[src/gtl_pkg.sv]
`timescale 1ns / 1ps
`default_nettype none
// ----------------------------------------------------------------------------
// gtl_pkg
// Shared types, character codes and the transliteration table for the
// Greek to Latin transliterator.
// ----------------------------------------------------------------------------
package gtl_pkg;

  localparam int unsigned QUEUE_DEPTH_DEFAULT = 2;

  // held letter codes
  typedef enum logic [2:0] {
    PEND_NONE    = 3'd0,
    PEND_NU_CAP  = 3'd1,
    PEND_NU_SML  = 3'd2,
    PEND_MU_CAP  = 3'd3,
    PEND_MU_SML  = 3'd4
  } pend_t;

  localparam logic [7:0] CODE_MU_CAP  = 8'd204;
  localparam logic [7:0] CODE_NU_CAP  = 8'd205;
  localparam logic [7:0] CODE_PI_CAP  = 8'd208;
  localparam logic [7:0] CODE_TAU_CAP = 8'd212;
  localparam logic [7:0] CODE_MU_SML  = 8'd236;
  localparam logic [7:0] CODE_NU_SML  = 8'd237;
  localparam logic [7:0] CODE_PI_SML  = 8'd240;
  localparam logic [7:0] CODE_TAU_SML = 8'd244;

  localparam logic [7:0] CH_APOS = 8'd39;
  localparam logic [7:0] CH_QUOT = 8'd34;
  localparam logic [7:0] CH_NUL  = 8'd0;

  // up to four characters from one input item
  typedef struct packed {
    logic [3:0][7:0] chars;
    logic [2:0]      count;
  } burst_t;

  typedef struct packed {
    logic [1:0] len;
    logic [7:0] c0;
    logic [7:0] c1;
    logic [7:0] c2;
  } xlat_t;

  function automatic xlat_t mk1(input logic [7:0] a);
    mk1 = '{len: 2'd1, c0: a, c1: CH_NUL, c2: CH_NUL};
  endfunction

  function automatic xlat_t mk2(input logic [7:0] a, input logic [7:0] b);
    mk2 = '{len: 2'd2, c0: a, c1: b, c2: CH_NUL};
  endfunction

  function automatic xlat_t mk3(input logic [7:0] a, input logic [7:0] b,
                                input logic [7:0] c);
    mk3 = '{len: 2'd3, c0: a, c1: b, c2: c};
  endfunction

  // table lookup; bytes outside the table pass through
  function automatic xlat_t xlat_lookup(input logic [7:0] c);
    xlat_t r;
    unique case (c)
      8'd193: r = mk1("A");
      8'd194: r = mk1("V");
      8'd195: r = mk1("G");
      8'd196: r = mk1("D");
      8'd197: r = mk1("E");
      8'd198: r = mk1("Z");
      8'd199: r = mk1("H");
      8'd200: r = mk1("8");
      8'd201: r = mk1("I");
      8'd202: r = mk1("K");
      8'd203: r = mk1("L");
      8'd204: r = mk1("M");
      8'd205: r = mk1("N");
      8'd206: r = mk2("K", "S");
      8'd207: r = mk1("O");
      8'd208: r = mk1("P");
      8'd209: r = mk1("R");
      8'd211: r = mk1("S");
      8'd212: r = mk1("T");
      8'd213: r = mk1("Y");
      8'd214: r = mk1("F");
      8'd215: r = mk1("X");
      8'd216: r = mk2("P", "S");
      8'd217: r = mk1("W");
      8'd225: r = mk1("a");
      8'd226: r = mk1("v");
      8'd227: r = mk1("g");
      8'd228: r = mk1("d");
      8'd229: r = mk1("e");
      8'd230: r = mk1("z");
      8'd231: r = mk1("h");
      8'd232: r = mk1("8");
      8'd233: r = mk1("i");
      8'd234: r = mk1("k");
      8'd235: r = mk1("l");
      8'd236: r = mk1("m");
      8'd237: r = mk1("n");
      8'd238: r = mk2("k", "s");
      8'd239: r = mk1("o");
      8'd240: r = mk1("p");
      8'd241: r = mk1("r");
      8'd242: r = mk1("s");
      8'd243: r = mk1("s");
      8'd244: r = mk1("t");
      8'd245: r = mk1("y");
      8'd246: r = mk1("f");
      8'd247: r = mk1("x");
      8'd248: r = mk2("p", "s");
      8'd249: r = mk1("w");
      8'd182: r = mk2(CH_APOS, "A");
      8'd184: r = mk2(CH_APOS, "E");
      8'd185: r = mk2(CH_APOS, "H");
      8'd186: r = mk2(CH_APOS, "I");
      8'd188: r = mk2(CH_APOS, "O");
      8'd190: r = mk2(CH_APOS, "Y");
      8'd191: r = mk2(CH_APOS, "W");
      8'd192: r = mk3("i", CH_APOS, CH_QUOT);
      8'd218: r = mk2("I", CH_QUOT);
      8'd219: r = mk2("Y", CH_QUOT);
      8'd220: r = mk2("a", CH_APOS);
      8'd221: r = mk2("e", CH_APOS);
      8'd222: r = mk2("h", CH_APOS);
      8'd223: r = mk2("i", CH_APOS);
      8'd224: r = mk3("u", CH_APOS, CH_QUOT);
      8'd250: r = mk2("i", CH_QUOT);
      8'd251: r = mk2("u", CH_QUOT);
      8'd252: r = mk2("o", CH_APOS);
      8'd253: r = mk2("u", CH_APOS);
      8'd254: r = mk2("w", CH_APOS);
      default: r = mk1(c);
    endcase
    return r;
  endfunction

  function automatic logic [7:0] held_char(input pend_t p);
    logic [7:0] r;
    unique case (p)
      PEND_NU_CAP: r = "N";
      PEND_NU_SML: r = "n";
      PEND_MU_CAP: r = "M";
      PEND_MU_SML: r = "m";
      default:     r = CH_NUL;
    endcase
    return r;
  endfunction

endpackage
`default_nettype wire

[src/gtl_in_if.sv]
`timescale 1ns / 1ps
`default_nettype none
// ----------------------------------------------------------------------------
// gtl_in_if
// Input channel: character byte or end-of-stream mark.
// ----------------------------------------------------------------------------
interface gtl_in_if;
  logic       valid;
  logic       ready;
  logic       func;
  logic [7:0] in_char;

  modport source (output valid, output func, output in_char, input ready);
  modport sink   (input valid, input func, input in_char, output ready);
endinterface
`default_nettype wire

[src/gtl_out_if.sv]
`timescale 1ns / 1ps
`default_nettype none
// ----------------------------------------------------------------------------
// gtl_out_if
// Output channel: one Latin character with an end-of-item mark.
// ----------------------------------------------------------------------------
interface gtl_out_if;
  logic       valid;
  logic       ready;
  logic [7:0] out_char;
  logic       last;

  modport source (output valid, output out_char, output last, input ready);
  modport sink   (input valid, input out_char, input last, output ready);
endinterface
`default_nettype wire

[src/gtl_front.sv]
`timescale 1ns / 1ps
`default_nettype none
// ----------------------------------------------------------------------------
// gtl_front
// Accepts input transactions, tracks the held nu/mu and builds the burst of
// output characters for each item.
// ----------------------------------------------------------------------------
module gtl_front (
  input  wire logic            clk,
  input  wire logic            rst,
  gtl_in_if.sink               in_ch,
  output logic                 push_valid,
  input  wire logic            push_ready,
  output gtl_pkg::burst_t      push_burst
);
  import gtl_pkg::*;

  pend_t pend;
  pend_t pend_next;
  xlat_t tx;
  logic  accept;
  logic  is_tau;
  logic  is_pi;
  logic  is_nu;
  logic  is_mu;
  logic  has_held;

  assign in_ch.ready = push_ready;
  assign accept      = in_ch.valid && push_ready;

  assign is_tau   = (in_ch.in_char == CODE_TAU_CAP) || (in_ch.in_char == CODE_TAU_SML);
  assign is_pi    = (in_ch.in_char == CODE_PI_CAP) || (in_ch.in_char == CODE_PI_SML);
  assign is_nu    = (in_ch.in_char == CODE_NU_CAP) || (in_ch.in_char == CODE_NU_SML);
  assign is_mu    = (in_ch.in_char == CODE_MU_CAP) || (in_ch.in_char == CODE_MU_SML);
  assign has_held = (pend != PEND_NONE);
  assign tx       = xlat_lookup(in_ch.in_char);

  always_comb begin
    push_burst.chars = '0;
    push_burst.count = 3'd0;
    pend_next        = PEND_NONE;
    if (in_ch.func) begin
      if (has_held) begin
        push_burst.chars[0] = held_char(pend);
        push_burst.count    = 3'd1;
      end
    end else if ((pend == PEND_NU_CAP || pend == PEND_NU_SML) && is_tau) begin
      push_burst.chars[0] = (pend == PEND_NU_CAP) ? "D" : "d";
      push_burst.count    = 3'd1;
    end else if ((pend == PEND_MU_CAP || pend == PEND_MU_SML) && is_pi) begin
      push_burst.chars[0] = (pend == PEND_MU_CAP) ? "B" : "b";
      push_burst.count    = 3'd1;
    end else begin
      if (has_held) begin
        push_burst.chars[0] = held_char(pend);
      end
      if (is_nu || is_mu) begin
        push_burst.count = {2'b00, has_held};
        unique case (in_ch.in_char)
          CODE_NU_CAP: pend_next = PEND_NU_CAP;
          CODE_NU_SML: pend_next = PEND_NU_SML;
          CODE_MU_CAP: pend_next = PEND_MU_CAP;
          default:     pend_next = PEND_MU_SML;
        endcase
      end else begin
        // table text goes after the released letter, if any
        if (has_held) begin
          push_burst.chars[1] = tx.c0;
          push_burst.chars[2] = tx.c1;
          push_burst.chars[3] = tx.c2;
        end else begin
          push_burst.chars[0] = tx.c0;
          push_burst.chars[1] = tx.c1;
          push_burst.chars[2] = tx.c2;
        end
        push_burst.count = {1'b0, tx.len} + {2'b00, has_held};
      end
    end
  end

  assign push_valid = in_ch.valid && (push_burst.count != 3'd0);

  always_ff @(posedge clk) begin
    if (rst) begin
      pend <= PEND_NONE;
    end else if (accept) begin
      pend <= pend_next;
    end
  end

endmodule
`default_nettype wire

[src/gtl_queue.sv]
`timescale 1ns / 1ps
`default_nettype none
// ----------------------------------------------------------------------------
// gtl_queue
// Short queue of character bursts between the front and the back.
// ----------------------------------------------------------------------------
module gtl_queue #(
  parameter int unsigned DEPTH = gtl_pkg::QUEUE_DEPTH_DEFAULT
) (
  input  wire logic            clk,
  input  wire logic            rst,
  input  wire logic            push_valid,
  output logic                 push_ready,
  input  wire gtl_pkg::burst_t push_burst,
  output logic                 pop_valid,
  input  wire logic            pop_ready,
  output gtl_pkg::burst_t      pop_burst
);
  import gtl_pkg::*;

  localparam int unsigned PW = (DEPTH > 1) ? $clog2(DEPTH) : 1;
  localparam int unsigned CW = $clog2(DEPTH + 1);
  localparam logic [PW-1:0] LAST_PTR = PW'(DEPTH - 1);

  burst_t          entries [DEPTH];
  logic [PW-1:0]   wr_ptr;
  logic [PW-1:0]   rd_ptr;
  logic [CW-1:0]   fill;
  logic            do_push;
  logic            do_pop;

  assign push_ready = (fill != CW'(DEPTH));
  assign pop_valid  = (fill != '0);
  assign pop_burst  = entries[rd_ptr];
  assign do_push    = push_valid && push_ready;
  assign do_pop     = pop_valid && pop_ready;

  always_ff @(posedge clk) begin
    if (rst) begin
      wr_ptr <= '0;
      rd_ptr <= '0;
      fill   <= '0;
    end else begin
      if (do_push) begin
        wr_ptr <= (wr_ptr == LAST_PTR) ? '0 : wr_ptr + 1'b1;
      end
      if (do_pop) begin
        rd_ptr <= (rd_ptr == LAST_PTR) ? '0 : rd_ptr + 1'b1;
      end
      if (do_push && !do_pop) begin
        fill <= fill + 1'b1;
      end else if (do_pop && !do_push) begin
        fill <= fill - 1'b1;
      end
    end
  end

  always_ff @(posedge clk) begin
    if (do_push) begin
      entries[wr_ptr] <= push_burst;
    end
  end

endmodule
`default_nettype wire

[src/gtl_back.sv]
`timescale 1ns / 1ps
`default_nettype none
// ----------------------------------------------------------------------------
// gtl_back
// Serializes each burst onto the output channel, one character per
// transaction, marking the final one.
// ----------------------------------------------------------------------------
module gtl_back (
  input  wire logic            clk,
  input  wire logic            rst,
  input  wire logic            pop_valid,
  output logic                 pop_ready,
  input  wire gtl_pkg::burst_t pop_burst,
  gtl_out_if.source            out_ch
);
  import gtl_pkg::*;

  burst_t     cur;
  logic       busy;
  logic [1:0] idx;
  logic       at_last;
  logic       take;

  assign at_last         = ({1'b0, idx} == (cur.count - 3'd1));
  assign out_ch.valid    = busy;
  assign out_ch.out_char = cur.chars[idx];
  assign out_ch.last     = at_last;

  // next burst loads as the final character of this one leaves
  assign pop_ready = !busy || (out_ch.ready && at_last);
  assign take      = pop_valid && pop_ready;

  always_ff @(posedge clk) begin
    if (rst) begin
      busy <= 1'b0;
      idx  <= 2'd0;
    end else if (take) begin
      busy <= 1'b1;
      idx  <= 2'd0;
    end else if (busy && out_ch.ready) begin
      if (at_last) begin
        busy <= 1'b0;
        idx  <= 2'd0;
      end else begin
        idx <= idx + 2'd1;
      end
    end
  end

  always_ff @(posedge clk) begin
    if (take) begin
      cur <= pop_burst;
    end
  end

endmodule
`default_nettype wire

[src/greek_to_latin_transliterator.sv]
`timescale 1ns / 1ps
`default_nettype none
// ----------------------------------------------------------------------------
// greek_to_latin_transliterator
// ISO 8859-7 byte stream in, Latin transliteration characters out.
//
//   channel      dir  payload              notes
//   in_stream    in   func, in_char        func=1 ends the stream
//   out_stream   out  out_char, last       last on final char of an item
//
// An input transaction is taken every cycle while the burst queue has room;
// each item yields zero to four output characters, sent one per cycle while
// the output is ready. Output rate is set by the serializer; new items are
// taken while earlier ones are sent. Each burst goes through the queue and
// the serializer's burst register. Reset clears the held letter, the queue
// and the serializer. Output stalls back up through the queue to the input.
// ----------------------------------------------------------------------------
module greek_to_latin_transliterator #(
  parameter int unsigned QUEUE_DEPTH = gtl_pkg::QUEUE_DEPTH_DEFAULT
) (
  input  wire logic clk,
  input  wire logic rst,
  gtl_in_if.sink    in_stream,
  gtl_out_if.source out_stream
);
  import gtl_pkg::*;

  logic   push_valid;
  logic   push_ready;
  burst_t push_burst;
  logic   pop_valid;
  logic   pop_ready;
  burst_t pop_burst;

  gtl_front u_front (
    .clk        (clk),
    .rst        (rst),
    .in_ch      (in_stream),
    .push_valid (push_valid),
    .push_ready (push_ready),
    .push_burst (push_burst)
  );

  gtl_queue #(
    .DEPTH (QUEUE_DEPTH)
  ) u_queue (
    .clk        (clk),
    .rst        (rst),
    .push_valid (push_valid),
    .push_ready (push_ready),
    .push_burst (push_burst),
    .pop_valid  (pop_valid),
    .pop_ready  (pop_ready),
    .pop_burst  (pop_burst)
  );

  gtl_back u_back (
    .clk       (clk),
    .rst       (rst),
    .pop_valid (pop_valid),
    .pop_ready (pop_ready),
    .pop_burst (pop_burst),
    .out_ch    (out_stream)
  );

endmodule
`default_nettype wire
[src/flat_wrapper.sv]
// flat-port wrapper written by rule: the top's interface ports become plain ports
module greek_to_latin_transliterator_flat import gtl_pkg::*;
#(
  parameter int unsigned QUEUE_DEPTH = gtl_pkg::QUEUE_DEPTH_DEFAULT
)
  (clk, rst, in_stream_valid, in_stream_func, in_stream_in_char, in_stream_ready, out_stream_valid, out_stream_out_char, out_stream_last, out_stream_ready);
  gtl_in_if in_stream_i ();
  gtl_out_if out_stream_i ();
  input  wire logic clk;
  input  wire logic rst;
  input wire logic [$bits(in_stream_i.valid)-1:0] in_stream_valid;
  input wire logic [$bits(in_stream_i.func)-1:0] in_stream_func;
  input wire logic [$bits(in_stream_i.in_char)-1:0] in_stream_in_char;
  output wire logic [$bits(in_stream_i.ready)-1:0] in_stream_ready;
  output wire logic [$bits(out_stream_i.valid)-1:0] out_stream_valid;
  output wire logic [$bits(out_stream_i.out_char)-1:0] out_stream_out_char;
  output wire logic [$bits(out_stream_i.last)-1:0] out_stream_last;
  input wire logic [$bits(out_stream_i.ready)-1:0] out_stream_ready;
  assign in_stream_i.valid = in_stream_valid;
  assign in_stream_i.func = in_stream_func;
  assign in_stream_i.in_char = in_stream_in_char;
  assign in_stream_ready = in_stream_i.ready;
  assign out_stream_valid = out_stream_i.valid;
  assign out_stream_out_char = out_stream_i.out_char;
  assign out_stream_last = out_stream_i.last;
  assign out_stream_i.ready = out_stream_ready;
  greek_to_latin_transliterator #(.QUEUE_DEPTH(QUEUE_DEPTH)) u_core (.clk(clk), .rst(rst), .in_stream(in_stream_i), .out_stream(out_stream_i));
endmodule
[config.mk]
export PLATFORM = sky130hd
export DESIGN_NAME = greek_to_latin_transliterator_flat
export DESIGN_NICKNAME = d
export VERILOG_FILES = /design/src/gtl_pkg.sv /design/src/gtl_in_if.sv /design/src/gtl_out_if.sv /design/src/gtl_front.sv /design/src/gtl_queue.sv /design/src/gtl_back.sv /design/src/greek_to_latin_transliterator.sv /design/src/flat_wrapper.sv
export SDC_FILE = /design/constraint.sdc
export NUM_CORES = 1
export LEC_CHECK = 0
export BUFFER_PORTS_ARGS = -buffer_cell sky130_fd_sc_hd__buf_2
export CORE_UTILIZATION = 55
export DETAILED_ROUTE_END_ITERATION = 8
export MAX_ROUTING_LAYER = met4
export PLACE_DENSITY = 0.7
export SLEW_MARGIN = 20
export SYNTH_ARGS = -nofsm -noshare
export SYNTH_HDL_FRONTEND = slang
export SYNTH_SLANG_ARGS = --single-unit
[constraint.sdc]
create_clock -name clk -period 5.15 [get_ports clk]
set_clock_uncertainty 0.15 [all_clocks]
set_input_delay 0.2575 -clock clk [delete_from_list [all_inputs] [get_ports clk]]
set_output_delay 0.2575 -clock clk [all_outputs]
set_load 0.02 [all_outputs]
==> run metrics <==
mux share of post-synthesis cell area 8.30%; share of cells above drive strength 1 19.3%; die height 100 um; period utilization 78.6%; Resize count post-CTS 0; Area Overhead vs Synth 5.12%; All-Layer GR Usage 26.1%; critical path arrival 4.18 ns; drt total wl 11900 um; gp weighted congestion 0.924; fmax 247 MHz; RSZ-0062 raised after global routing false; initial antenna violation count 0; Fillers 790; Worst-path clk slew 0.10 ns; # nets final just under 500; Post-Synth Simple-Gate Area 17.7%; Post-synth EDFFs 81; max_slew headroom 48.2%; Avg Cell Area, Syn 11.1 um^2; Final setup violation count 0; Die ar. 10000 um^2; outcome finished clean; setup TNS 0 ns; final hold vios 0; worst setup margin ~1.1 ns; largest net degree at the start of global routing 49; design area ~5600 um^2; Least-Margin Pin Slew 0.776 ns; # hold bufs at CTS 0; placed insts 594; HP Class input port to flop; Vias 3884; number of routed nets with antenna violations 0; root buffer cell clkbuf_8; CTS Buf Count 9; Syn Nets 496; placed cell area approximately 5400 um^2; placed wire-length estimate 8130 um; IO buf count 23; Tmin final 4.05 ns; yosys warns 0; die width around 100 um; pre-CTS WS a little under 0.8 ns; initial drt markers 250; io pins 24; WL/cell 19.4 um; Max-Cap Viols 0; Critical Path End Type flop; Initial Util around 57%; P per Cell Area 367 nW/um^2; Fin Hold WS roughly 0.055 ns; vias per cell 6.37; Critical Path RT 5.29 ns; Crit Path Max Fanout 46; clock buffer depth 2; Post-Synth XOR/XNOR Area 1.98%; DR pass1 iterations 5; TritonCTS clock tree built; Clock Latency Late Sink between 0.3 and 0.4 ns; P_leak approximately 0.0019 uW; FF+latch count, synth 91; Compound-Gate Fraction of Synth Area 16.6%; vias in the first global route approximately 3.7k; commonest non-fill, non-tap cell in the layout edfxtp_1; htree depth 3; Synth cell types 83; fin. max-slew vios 0; maximum vdd drop 0.000226 V; CP startpoint kind input port; DRC 0; row cnt 35; Core ar. 9280 um^2; clk sinks approximately 90; most frequent cells in the layout edfxtp_1, nor2_1, nand2_1, mux2_2, buf_2; largest family of logic cells by synthesized area simple AND/OR/NAND/NOR gates; sequential-to-total area share from yosys stat between 40% and 50%; Synth Area in Adders 0.943%; grt ovf 0; first-pass GRT wire length around 19000 um; Async S/R FF share, synth 0%; Synth Flop Type edfxtp_1; Mapped Cells 479; final std cells w/o fill 610; ant diodes 0; cell area after synthesis 5310 um^2; WS Path Type input port to flop; post-CTS setup buffer count 0
==> through the flow <==
stage               utilization [%]  total power [uW]
finish                         60.1              2050
global route                   60.1              2150
CTS                            60.1              2060
detailed placement             58.2              1630
global placement               58.2              1610
floorplan                         -              1480
==> Yosys cell counts, drive strengths merged (10+ instances only) <==
cell | number | area share (%)
clkbuf | 11 | 0.78
nor2 | 34 | 2.4
nand3 | 10 | 1.0
nand2 | 28 | 2.0
o21ai | 21 | 2.1
buf | 32 | 3.6
nand2b | 12 | 1.4
nand3b | 11 | 1.6
a21oi | 21 | 2.1
edfxtp | 81 | 46
mux2 | 28 | 5.9
nor3 | 12 | 1.2
dfxtp | 10 | 3.8
==> critical path: stages <==
cell,delay [ns]
buf_2,0.58
nand2b_1,0.30
or3b_1,0.41
a31oi_1,0.32
nor4_2,0.09
buf_4,0.19
a211o_1,0.29
ha_1,0.19
ha_1,0.28
o21ai_0,0.14
nor2_1,0.09
o21ba_2,0.23
ha_1,0.31
or3_1,0.35
a21oi_1,0.15
==> cells by family (layout without fill, tap and decap cells) <==
kind of cell	count (synthesis)	count (layout)
and+or+nand+nor	163	163
AOI/OAI and AO/OA	121	121
adders and majority gates	4	4
xor gates and xnor gates	12	12
buffers and inverters	50	52
DFF	91	91
muxes	38	38
==> layer usage <==
metal | global-route usage [%] | up-vias | share of wire (%)
li1 | - | 1840 | -
met1 | 34.4 | 1901 | 45
met2 | 41.5 | 119 | 48
met3 | 3.41 | 24 | 4.9
met4 | 9.70 | 0 | 2.2
met5 | - | - | 0
==> area by class of cell <==
cell class | instances | area, um^2 | area share (%)
Inverter | 7 | 26.3 | 0.471
Sequential cell | 91 | 2630 | 47.2
Multi-Input combinational cell | 338 | 2420 | 43.4
Clock inverter | 6 | 48.8 | 0.875
Timing Repair Buffer | 29 | 160 | 2.87
Clock buffer | 10 | 128 | 2.29
Tap cell | 129 | 161 | 2.89
==> registers in the layout (all words and copies together), names as in the netlist <==
name,cells
u_core.u_back.out_ch.valid,1
u_core.u_back.idx,2
u_core.u_queue.fill,2
u_core.u_queue.rd_ptr,1
u_core.u_queue.entries,54
u_core.u_back.cur,27
u_core.u_front.pend,3
u_core.u_queue.wr_ptr,1
==> power by group <==
| group | switching, uW | internal (uW) |
|---|---|---|
| logic | 347 | 230 |
| registers | 52.0 | 983 |
| clock network | 256 | 180 |
| total | 655 | 1390 |
==> final timing paths <==
path         slack, ns                       start  cells after the start                          to
max               1.10        in_stream_in_char[2]                     15      u_core.u_queue.fill[1]
min               0.05            out_stream_ready                      4  u_core.u_back.out_ch.valid
max reg2reg       1.90        u_core.u_back.idx[0]                      9      u_core.u_queue.fill[1]
min reg2reg       0.35  u_core.u_back.out_ch.valid                      2  u_core.u_back.out_ch.valid
(Power assumes the default switching activity.)
